===== src/rtl/echo_pulse_timer_spi_readout_macros.svh =====
// Assertion helpers shared by the core and output-register RTL files.
`ifndef ECHO_PULSE_TIMER_SPI_READOUT_MACROS_SVH
`define ECHO_PULSE_TIMER_SPI_READOUT_MACROS_SVH

// Checked on every clock edge outside reset.
`define EPT_ASSERT(lbl, prop, msg) \
  lbl: assert property (@(posedge clk) disable iff (rst) prop) else $error(msg);

// Checked on every clock edge, reset included.
`define EPT_ASSERT_ALWAYS(lbl, prop, msg) \
  lbl: assert property (@(posedge clk) prop) else $error(msg);

`endif


===== src/rtl/eptsr_pkg.sv =====
package eptsr_pkg;

  localparam logic [1:0] CMD_TICK = 2'd0;
  localparam logic [1:0] CMD_ECHO = 2'd1;
  localparam logic [1:0] CMD_HOST = 2'd2;

  localparam logic [7:0] HOST_LATCH   = 8'd0;
  localparam logic [7:0] HOST_HIGH    = 8'd1;
  localparam logic [7:0] HOST_LOW     = 8'd2;
  localparam logic [7:0] HOST_NIB_SUM = 8'd3;
  localparam logic [7:0] HOST_INV_SUM = 8'd4;

  localparam logic [3:0] NIBBLE_MASK = 4'hf;

  typedef struct packed {
    logic [1:0] cmd;
    logic       echo_level;
    logic [7:0] host_byte;
  } item_t;

  typedef struct packed {
    logic       vld;
    logic [7:0] data;
  } result_t;

  function automatic logic [7:0] nibble_sum(input logic [7:0] b);
    nibble_sum = {4'd0, b[7:4]} + {4'd0, b[3:0] & NIBBLE_MASK};
  endfunction

  // new = (count*2 + old*6) >> 3, all terms in 19 bits
  function automatic logic [15:0] filter_step(input logic [15:0] count,
                                              input logic [15:0] old);
    logic [18:0] acc;
    acc = {2'd0, count, 1'b0} + {1'b0, old, 2'd0} + {2'd0, old, 1'b0};
    filter_step = acc[18:3];
  endfunction

endpackage


===== src/rtl/eptsr_in_reg.sv =====
module eptsr_in_reg
  import eptsr_pkg::*;
(
  input  logic  clk,
  input  logic  rst,
  input  logic  item_valid,
  output logic  item_stall,
  input  item_t item_in,
  input  logic  take,
  output logic  vld,
  output item_t item
);

  logic load;

  assign item_stall = vld && !take;
  assign load       = item_valid && !item_stall;

  always_ff @(posedge clk) begin
    if (rst) begin
      vld <= 1'b0;
    end else if (load) begin
      vld <= 1'b1;
    end else if (take) begin
      vld <= 1'b0;
    end
  end

  always_ff @(posedge clk) begin
    if (load) begin
      item <= item_in;
    end
  end

endmodule


===== src/rtl/eptsr_core.sv =====
module eptsr_core
  import eptsr_pkg::*;
(
  input  logic    clk,
  input  logic    rst,
  input  logic    fire,
  input  item_t   item,
  output result_t res
);

  `include "echo_pulse_timer_spi_readout_macros.svh"

  logic [15:0] pulse_counter;
  logic        sampling_flag;
  logic [15:0] smoothed_reading;
  logic [7:0]  latched_high;
  logic [7:0]  latched_low;
  logic [7:0]  nibble_checksum;
  logic [7:0]  inverted_checksum;

  always_ff @(posedge clk) begin
    if (rst) begin
      pulse_counter     <= '0;
      sampling_flag     <= 1'b0;
      smoothed_reading  <= '0;
      latched_high      <= '0;
      latched_low       <= '0;
      nibble_checksum   <= '0;
      inverted_checksum <= '0;
    end else if (fire) begin
      case (item.cmd)
        CMD_TICK: begin
          pulse_counter <= pulse_counter + 16'd1;
        end
        CMD_ECHO: begin
          if (item.echo_level) begin
            pulse_counter <= '0;
            sampling_flag <= 1'b1;
          end else begin
            smoothed_reading <= filter_step(pulse_counter, smoothed_reading);
            sampling_flag    <= 1'b0;
          end
        end
        CMD_HOST: begin
          if (item.host_byte == HOST_LATCH) begin
            latched_high      <= smoothed_reading[15:8];
            latched_low       <= smoothed_reading[7:0];
            nibble_checksum   <= nibble_sum(smoothed_reading[15:8])
                               + nibble_sum(smoothed_reading[7:0]);
            inverted_checksum <= ~smoothed_reading[15:8] + ~smoothed_reading[7:0];
          end
        end
        default: begin
        end
      endcase
    end
  end

  always_comb begin
    res.vld  = 1'b0;
    res.data = '0;
    if (item.cmd == CMD_HOST) begin
      case (item.host_byte)
        HOST_HIGH: begin
          res.vld  = 1'b1;
          res.data = latched_high;
        end
        HOST_LOW: begin
          res.vld  = 1'b1;
          res.data = latched_low;
        end
        HOST_NIB_SUM: begin
          res.vld  = 1'b1;
          res.data = nibble_checksum;
        end
        HOST_INV_SUM: begin
          res.vld  = 1'b1;
          res.data = inverted_checksum;
        end
        default: begin
          res.vld = 1'b0;
        end
      endcase
    end
  end

  `EPT_ASSERT(a_rise_clears, fire && item.cmd == CMD_ECHO && item.echo_level |=> pulse_counter == 16'd0 && sampling_flag, "rising edge did not clear counter")
  `EPT_ASSERT(a_tick_inc, fire && item.cmd == CMD_TICK |=> pulse_counter == $past(pulse_counter) + 16'd1, "tick did not advance counter")
  `EPT_ASSERT(a_idle_hold, !fire |=> $stable(smoothed_reading) && $stable(latched_high), "state moved without a transaction")
  `EPT_ASSERT(a_reply_kind, res.vld |-> item.cmd == CMD_HOST && item.host_byte != HOST_LATCH, "reply for a non-read item")

endmodule


===== src/rtl/eptsr_out_reg.sv =====
module eptsr_out_reg
  import eptsr_pkg::*;
(
  input  logic       clk,
  input  logic       rst,
  input  logic       take,
  input  result_t    res,
  output logic       open,
  output logic       reply_valid,
  input  logic       reply_stall,
  output logic [7:0] reply_byte
);

  `include "echo_pulse_timer_spi_readout_macros.svh"

  logic load;

  // the register can take a new result once the held one leaves or it is empty
  assign open = !reply_valid || !reply_stall;
  assign load = take && res.vld;

  always_ff @(posedge clk) begin
    if (rst) begin
      reply_valid <= 1'b0;
    end else if (load) begin
      reply_valid <= 1'b1;
    end else if (!reply_stall) begin
      reply_valid <= 1'b0;
    end
  end

  always_ff @(posedge clk) begin
    if (load) begin
      reply_byte <= res.data;
    end
  end

  `EPT_ASSERT(a_no_overwrite, reply_valid && reply_stall |-> !load, "held reply overwritten")
  `EPT_ASSERT_ALWAYS(a_reset_empty, rst |=> !reply_valid, "reply valid after reset")

endmodule


===== src/rtl/echo_pulse_timer_spi_readout.sv =====
// An accepted item is held in the input register, its reply in the reply
// register. Throughput: one item per cycle unless a reply waits; each register
// holds one transaction, and the input side stalls only while a reply waits.
// Reset: synchronous, active high; counter, flag, reading and latched bytes
// clear to zero and both registers empty.
module echo_pulse_timer_spi_readout
  import eptsr_pkg::*;
(
  input  logic       clk,
  input  logic       rst,
  input  logic       item_valid,
  output logic       item_stall,
  input  logic [1:0] cmd,
  input  logic       echo_level,
  input  logic [7:0] host_byte,
  output logic       reply_valid,
  input  logic       reply_stall,
  output logic [7:0] reply_byte
);

  item_t   item_in;
  item_t   item;
  logic    vld;
  logic    open;
  logic    take;
  result_t res;

  assign item_in.cmd        = cmd;
  assign item_in.echo_level = echo_level;
  assign item_in.host_byte  = host_byte;

  assign take = vld && open;

  eptsr_in_reg u_in_reg (
    .clk        (clk),
    .rst        (rst),
    .item_valid (item_valid),
    .item_stall (item_stall),
    .item_in    (item_in),
    .take       (take),
    .vld        (vld),
    .item       (item)
  );

  eptsr_core u_core (
    .clk  (clk),
    .rst  (rst),
    .fire (take),
    .item (item),
    .res  (res)
  );

  eptsr_out_reg u_out_reg (
    .clk         (clk),
    .rst         (rst),
    .take        (take),
    .res         (res),
    .open        (open),
    .reply_valid (reply_valid),
    .reply_stall (reply_stall),
    .reply_byte  (reply_byte)
  );

endmodule

===== config.mk =====
export PLATFORM = sky130hd
export DESIGN_NAME = echo_pulse_timer_spi_readout
export DESIGN_NICKNAME = d
export VERILOG_FILES = /design/src/rtl/eptsr_pkg.sv /design/src/rtl/eptsr_in_reg.sv /design/src/rtl/eptsr_core.sv /design/src/rtl/eptsr_out_reg.sv /design/src/rtl/echo_pulse_timer_spi_readout.sv
export VERILOG_INCLUDE_DIRS = /design/src /design/src/rtl
export SDC_FILE = /design/constraint.sdc
export NUM_CORES = 1
export LEC_CHECK = 0
export ABC_CLOCK_PERIOD_IN_PS = 3000
export BUFFER_PORTS_ARGS = -buffer_cell sky130_fd_sc_hd__buf_2
export CAP_MARGIN = 20
export CELL_PAD_IN_SITES_DETAIL_PLACEMENT = 0
export CELL_PAD_IN_SITES_GLOBAL_PLACEMENT = 2
export CORE_UTILIZATION = 39
export DETAILED_ROUTE_END_ITERATION = 7
export PLACE_DENSITY = 0.85
export REMOVE_ABC_BUFFERS = 1
export SLEW_MARGIN = 20
export SYNTH_ARGS = -nofsm -noshare
export SYNTH_HDL_FRONTEND = slang
export SYNTH_SLANG_ARGS = --single-unit

===== constraint.sdc =====
create_clock -name clk -period 3 [get_ports clk]
set_input_delay 0.6 -clock clk [delete_from_list [all_inputs] [get_ports clk]]
set_output_delay 0.6 -clock clk [all_outputs]
set_load 0.1 [all_outputs]

## Word-level counts from Yosys, hierarchy flattened

Cells that the tools add are included.

| storage, ports and cells | value |
|---|---|
| logic and storage cells | 56 |
| register bits after elaboration | 85 |

| operators by class | value |
|---|---|
| multiplexer cells | 9 |
| equality and inequality tests | 8 |
| $add $sub $neg | 7 |
| bitwise logic cells | 3 |
| reduce and logical (&&, ||, !) cells | 17 |

Operator list:

| cell | number |
|---|---|
| one-hot mux 16 bit (2 select lines) | 1 |
| one-hot mux 8 bit (4 select lines) | 1 |
| adder 17 x 18 -> 19 bit | 1 |
| adder 19 x 17 -> 19 bit | 1 |
| adder 16 x 1 -> 16 bit, second input constant | 1 |
| adder 8 bit | 2 |
| == test 8 x 2 -> 1 bit, second input constant | 2 |
| 2-to-1 mux 16 bit | 1 |
| inverter 8 bit | 2 |
| adder 4 x 4 -> 5 bit | 2 |
| 2-to-1 mux 9 bit | 1 |
| AND reduction 3 bit | 3 |
| == test 8 x 1 -> 1 bit, second input constant | 1 |
| == test 8 x 3 -> 1 bit, second input constant | 1 |
| zero test 8 bit | 1 |
| 2-to-1 mux 1 bit | 5 |
| logical AND 1 bit | 4 |
| zero test 1 bit | 4 |
| nonzero test 2 bit | 2 |
| OR reduction 4 bit | 1 |
| == test 2 x 1 -> 1 bit, second input constant | 1 |
| == test 2 bit, second input constant | 1 |
| zero test 2 bit | 1 |
| inequality test 2 x 1 -> 1 bit, second input constant | 1 |
| other kinds (3) | 3 |

## Longest topological paths before layout

| depth | value |
|---|---|
| word-level depth | 8 |
| mapped depth | 10 |

## Hierarchy

A second synthesis with hierarchy kept.

| second synthesis, totals | value |
|---|---|
| cells, all modules | 525 |
| area, all modules | 4873.4 um^2 |

Modules (own cells, without submodules):

| module | cells each | area each (um^2) | sequential area each (um^2) | instances |
|---|---|---|---|---|
| eptsr_core | 496 | 4204.0 | 1241.2 | 1 |
| eptsr_in_reg | 15 | 380.4 | 350.3 | 1 |
| eptsr_out_reg | 13 | 282.8 | 260.2 | 1 |
| echo_pulse_timer_spi_readout | 1 | 6.3 | 0.0 | 1 |

## Worst setup path before layout

No wires, ideal clock.

| timing | value |
|---|---|
| path type | register -> register |
| start | register u_core.smoothed_reading[1] |
| end | register u_core.smoothed_reading[11] |
| path buffers | 0 |
| cell stages (with the launch flop) | 11 |
| setup slack | 206 ps |
| required time | 2894 ps |
| period minus slack after synthesis | 2794 ps |
| data arrival time | 2688 ps |
| cell sequence | dfxtp_1 inv_1 fa_1 nand3b_1 inv_1 fa_1 a21oi_1 o211a_1 nor4_1 or4_1 o311ai_0 |

| on the way | value |
|---|---|
| cells in the longest elaborated chain, start to end | 2 |

Ends and longest elaborated chain:

| element | RTL line | text |
|---|---|---|
| from (decl) | eptsr_core.sv:15 | `logic [15:0] smoothed_reading;` |
| from (signal assigned) | eptsr_core.sv:40 | `smoothed_reading <= filter_step(pulse_counter, smoothed_reading);` |
| adder 17 x 18 -> 19 bit | eptsr_pkg.sv:34 | `acc = {2'd0, count, 1'b0} + {1'b0, old, 2'd0} + {2'd0, old, 1'b0};` |
| adder 19 x 17 -> 19 bit (*) | eptsr_pkg.sv:34 |  |

Every way passes the cells marked *; elsewhere a longest branch is shown, timed or not.
A chain may end at the register's enable or synchronous reset.

## Worst setup path in the final report

| timing | value |
|---|---|
| start | register u_core.smoothed_reading[0] |
| end | register u_core.smoothed_reading[11] |

The elaborated chain is that of the path after synthesis.

==> flow_summary.ini <==
[outcome]
status = finished clean

[grt]
grtUsageMet1_pct = 26.96
grt_pass1_vias = 3994
gr-usage-met3_pct = 4.619
grt.busiest_layer = met2
use_met2_pct = 32.86
overflow = 0
grt_pass1_wl_mm = 20.84
antenna_found_initial = 0
grt_start_max_net_pins = 35
gr-usage-all-layers_pct = 20.45

[timing]
slew_headroom_pct = 55.85
fin_crit_ns = 2.827
setup_viol = 0
worst_slew_pin_slew_ns = 0.6562
finClkSkew_ns = 0.006883
drv_slew = 0
rsz0062_at_grt = no
clock.fmax_ghz = 0.3537
setup_tns_ns = 0
hold_viol_final = 0
final_min_period_over_clock_period_pct = 94.24

[worst_setup_path]
cp-end-kind = register
start_kind = register
arrival_ns = 3.07
critPathTopFamily = adder cells
crit_slowest_cell = fa_1
crit_buf_inv = 2
worstSetupPathType = reg -> reg
critPathMaxFanout = 4
crit_chain = inv_1 -> fa_1 -> nand3b_1 -> inv_1 -> fa_1 -> a21oi_1 -> o211a_1 -> nor4_1 -> or4_1 -> o311ai_0
crit_required_ns = 3.24
slowest_delay_ns = 0.53

[floorplanning]
die_area_um2 = 13620
fp.dieH_um = 116.7
die_w_um = 116.7
core_um2 = 12720
pin_count = 25
row_count = 41
start_util_pct = 40.33

[synth]
ys_ff_latch = 83
ys_types = 61
yosysSeqAreaShare_pct = 36.09
synth-edff-count = 19
ys_async_sr_fraction_pct = 0
syn_inst = 562
synthFlopType = dfxtp_1
yosysWarningCount = 0
syn_area_per_cell_um2 = 9.130
synth_area_um2 = 5131

[routing]
drt_first_pass_iters = 6
ant_nets = 0
viasPerCell = 5.422
routed_wl_mm = 12.85
drt-initial-drc-count = 208
wl_per_cell_um = 16.66
drc = 0
via_count = 4180

[cells_and_area]
n_fill_cell = 1280
drive_gt1_share_pct = 12.02
final_nets = 665
fin_util_pct = 46.15
antenna_cells = 0
fin_cells = 771
areaGrowthSynthToFinish_pct = 14.44

[placed_design]
hpwl_mm = 9.903
port_buffers = 24
place_inst = 755
place.gp.congestion = 0.8652

[clocking]
numCtsBuffers = 9
clkLatencyLatePin_ns = 0.35
cts_tree = built
postCtsResizedCells = 0
cts_buffer_depth = 2
postCtsSetupRepairBufs = 0
cts.sinks = 83
h-tree-depth = 3
clk_pin_slew_worst_paths_ns = 0.07
postCtsHoldBufs = 0
cts-root-buf = clkbuf_16

[pwr]
ir_worst_vdd_v = 0.0002664
p_leak_nw = 2.326
power.density_nw_per_um2 = 437.8

[min_path]
hp-class = in -> reg

[job]
drv_cap = 0
layout make-up:
class                   count  area (um^2)  share of cell area (%)
flip-flops and latches     83         1852                   31.54
well taps                 172        215.2                   3.665
clock buffers              11        242.7                   4.134
repair buffers             43        262.8                   4.475
multi-input cells         429         3087                   52.57
clock inverters             5        107.6                   1.833
inverters                  28        105.1                   1.790
power by group:
group | internal (W) | switching [W]
Clock | 0.000841 | 0.000470
Sequential | 0.00115 | 0.0000108
Combinational | 0.0000363 | 0.0000601
Total | 0.00203 | 0.000541
worst paths after layout:
| kind | from | to | slack (ns) | depth (start not counted) |
|---|---|---|---|---|
| worst min register to register | u_core.inverted_checksum[3]$_SDFFE_PP0P_ | u_core.inverted_checksum[3]$_SDFFE_PP0P_ | 0.46 | 2 |
| worst max-delay path | u_core.smoothed_reading[0]$_SDFFE_PP0P_ | u_core.smoothed_reading[11]$_SDFFE_PP0P_ | 0.17 | 10 |
| worst max register to register | u_core.smoothed_reading[0]$_SDFFE_PP0P_ | u_core.smoothed_reading[11]$_SDFFE_PP0P_ | 0.17 | 10 |
| worst min-delay path | host_byte[0] | u_in_reg.item[0]$_DFFE_PP_ | 0.42 | 1 |
cells in the mapped netlist, types with 4 or more instances:
cell      number  area, um^2
nor4_1         6       37.54
nand2_1       74       277.8
xnor2_1       17       148.9
o21a_1         8       60.06
clkbuf_1      16       60.06
nand3_1       10       50.05
nor3_1        11       55.05
nor2b_1        7       43.79
o311ai_0       4       35.03
xor2_1        10       87.58
o211a_1        4       40.04
nand3b_1       8       60.06
edfxtp_1      19       570.6
a22o_1         8       70.07
and3_1         4       25.02
nor2_1        36       135.1
a21o_1        13       97.59
nand4_1        6       37.54
dfxtp_1       64        1281
a21oi_1       57       285.3
nand2b_1       6       37.54
inv_1         28       105.1
ha_1          36       450.4
fa_1          20       400.4
o21ai_0       16       80.08
a211oi_1       7       52.55
a22oi_1        7       52.55
through the flow:
stage | setup WS (ns) | cell area (um^2) | power (W) | hold WS (ns)
floorplan | 0.2059 | 5037 | 0.001237 | 0.4252
global placement | 0.1970 | 5515 | 0.001282 | 0.4440
detailed placement | 0.1148 | 5515 | 0.001285 | 0.4496
CTS | 0.1088 | 5866 | 0.002591 | 0.4069
global route | 0.01381 | 5872 | 0.002646 | 0.4113
finish | 0.1727 | 5872 | 0.002571 | 0.4197
per-layer routing:
metal | routed length [um] | vias to the layer above
met1 | 6129 | 2009
met5 | 0 | -
met2 | 6088 | 61
met3 | 328 | 18
met4 | 299 | 0
li1 | - | 2092
cell usage in the layout (no fill, tap or decap), types with 9 or more instances in the layout:
cell type  instances
inv_1             28
nor2_1            36
fa_1              20
edfxtp_1          19
a21o_1            13
o21ai_0           15
ha_1              36
xor2_1            10
nor3_1            11
nand3_1           10
xnor2_1           17
buf_2             24
buf_4             19
dfxtp_1           64
nand2_1           74
clkbuf_16          9
a21oi_1           57
registers in the layout (all words and copies together) (netlist names):
signal	count
u_core.smoothed_reading	16
u_core.latched_low	8
u_core.latched_high	8
u_in_reg.item	11
u_out_reg.reply_valid	1
u_core.pulse_counter	16
u_out_reg.reply_byte	8
u_in_reg.vld	1
u_core.inverted_checksum	8
u_core.nibble_checksum	6
cells by family (layout without fill, tap and decap cells):
family	count (synthesis)	after routing	synth area share, %
buffers and inverters	50	87	3.877
muxes	3	3	0.6096
and+or+nand+nor	190	190	18.09
AOI/OAI and AO/OA	153	153	20.14
DFF	83	83	36.09
adders and majority gates	56	56	16.58
xor gates and xnor gates	27	27	4.608
(Power assumes the default switching activity.)
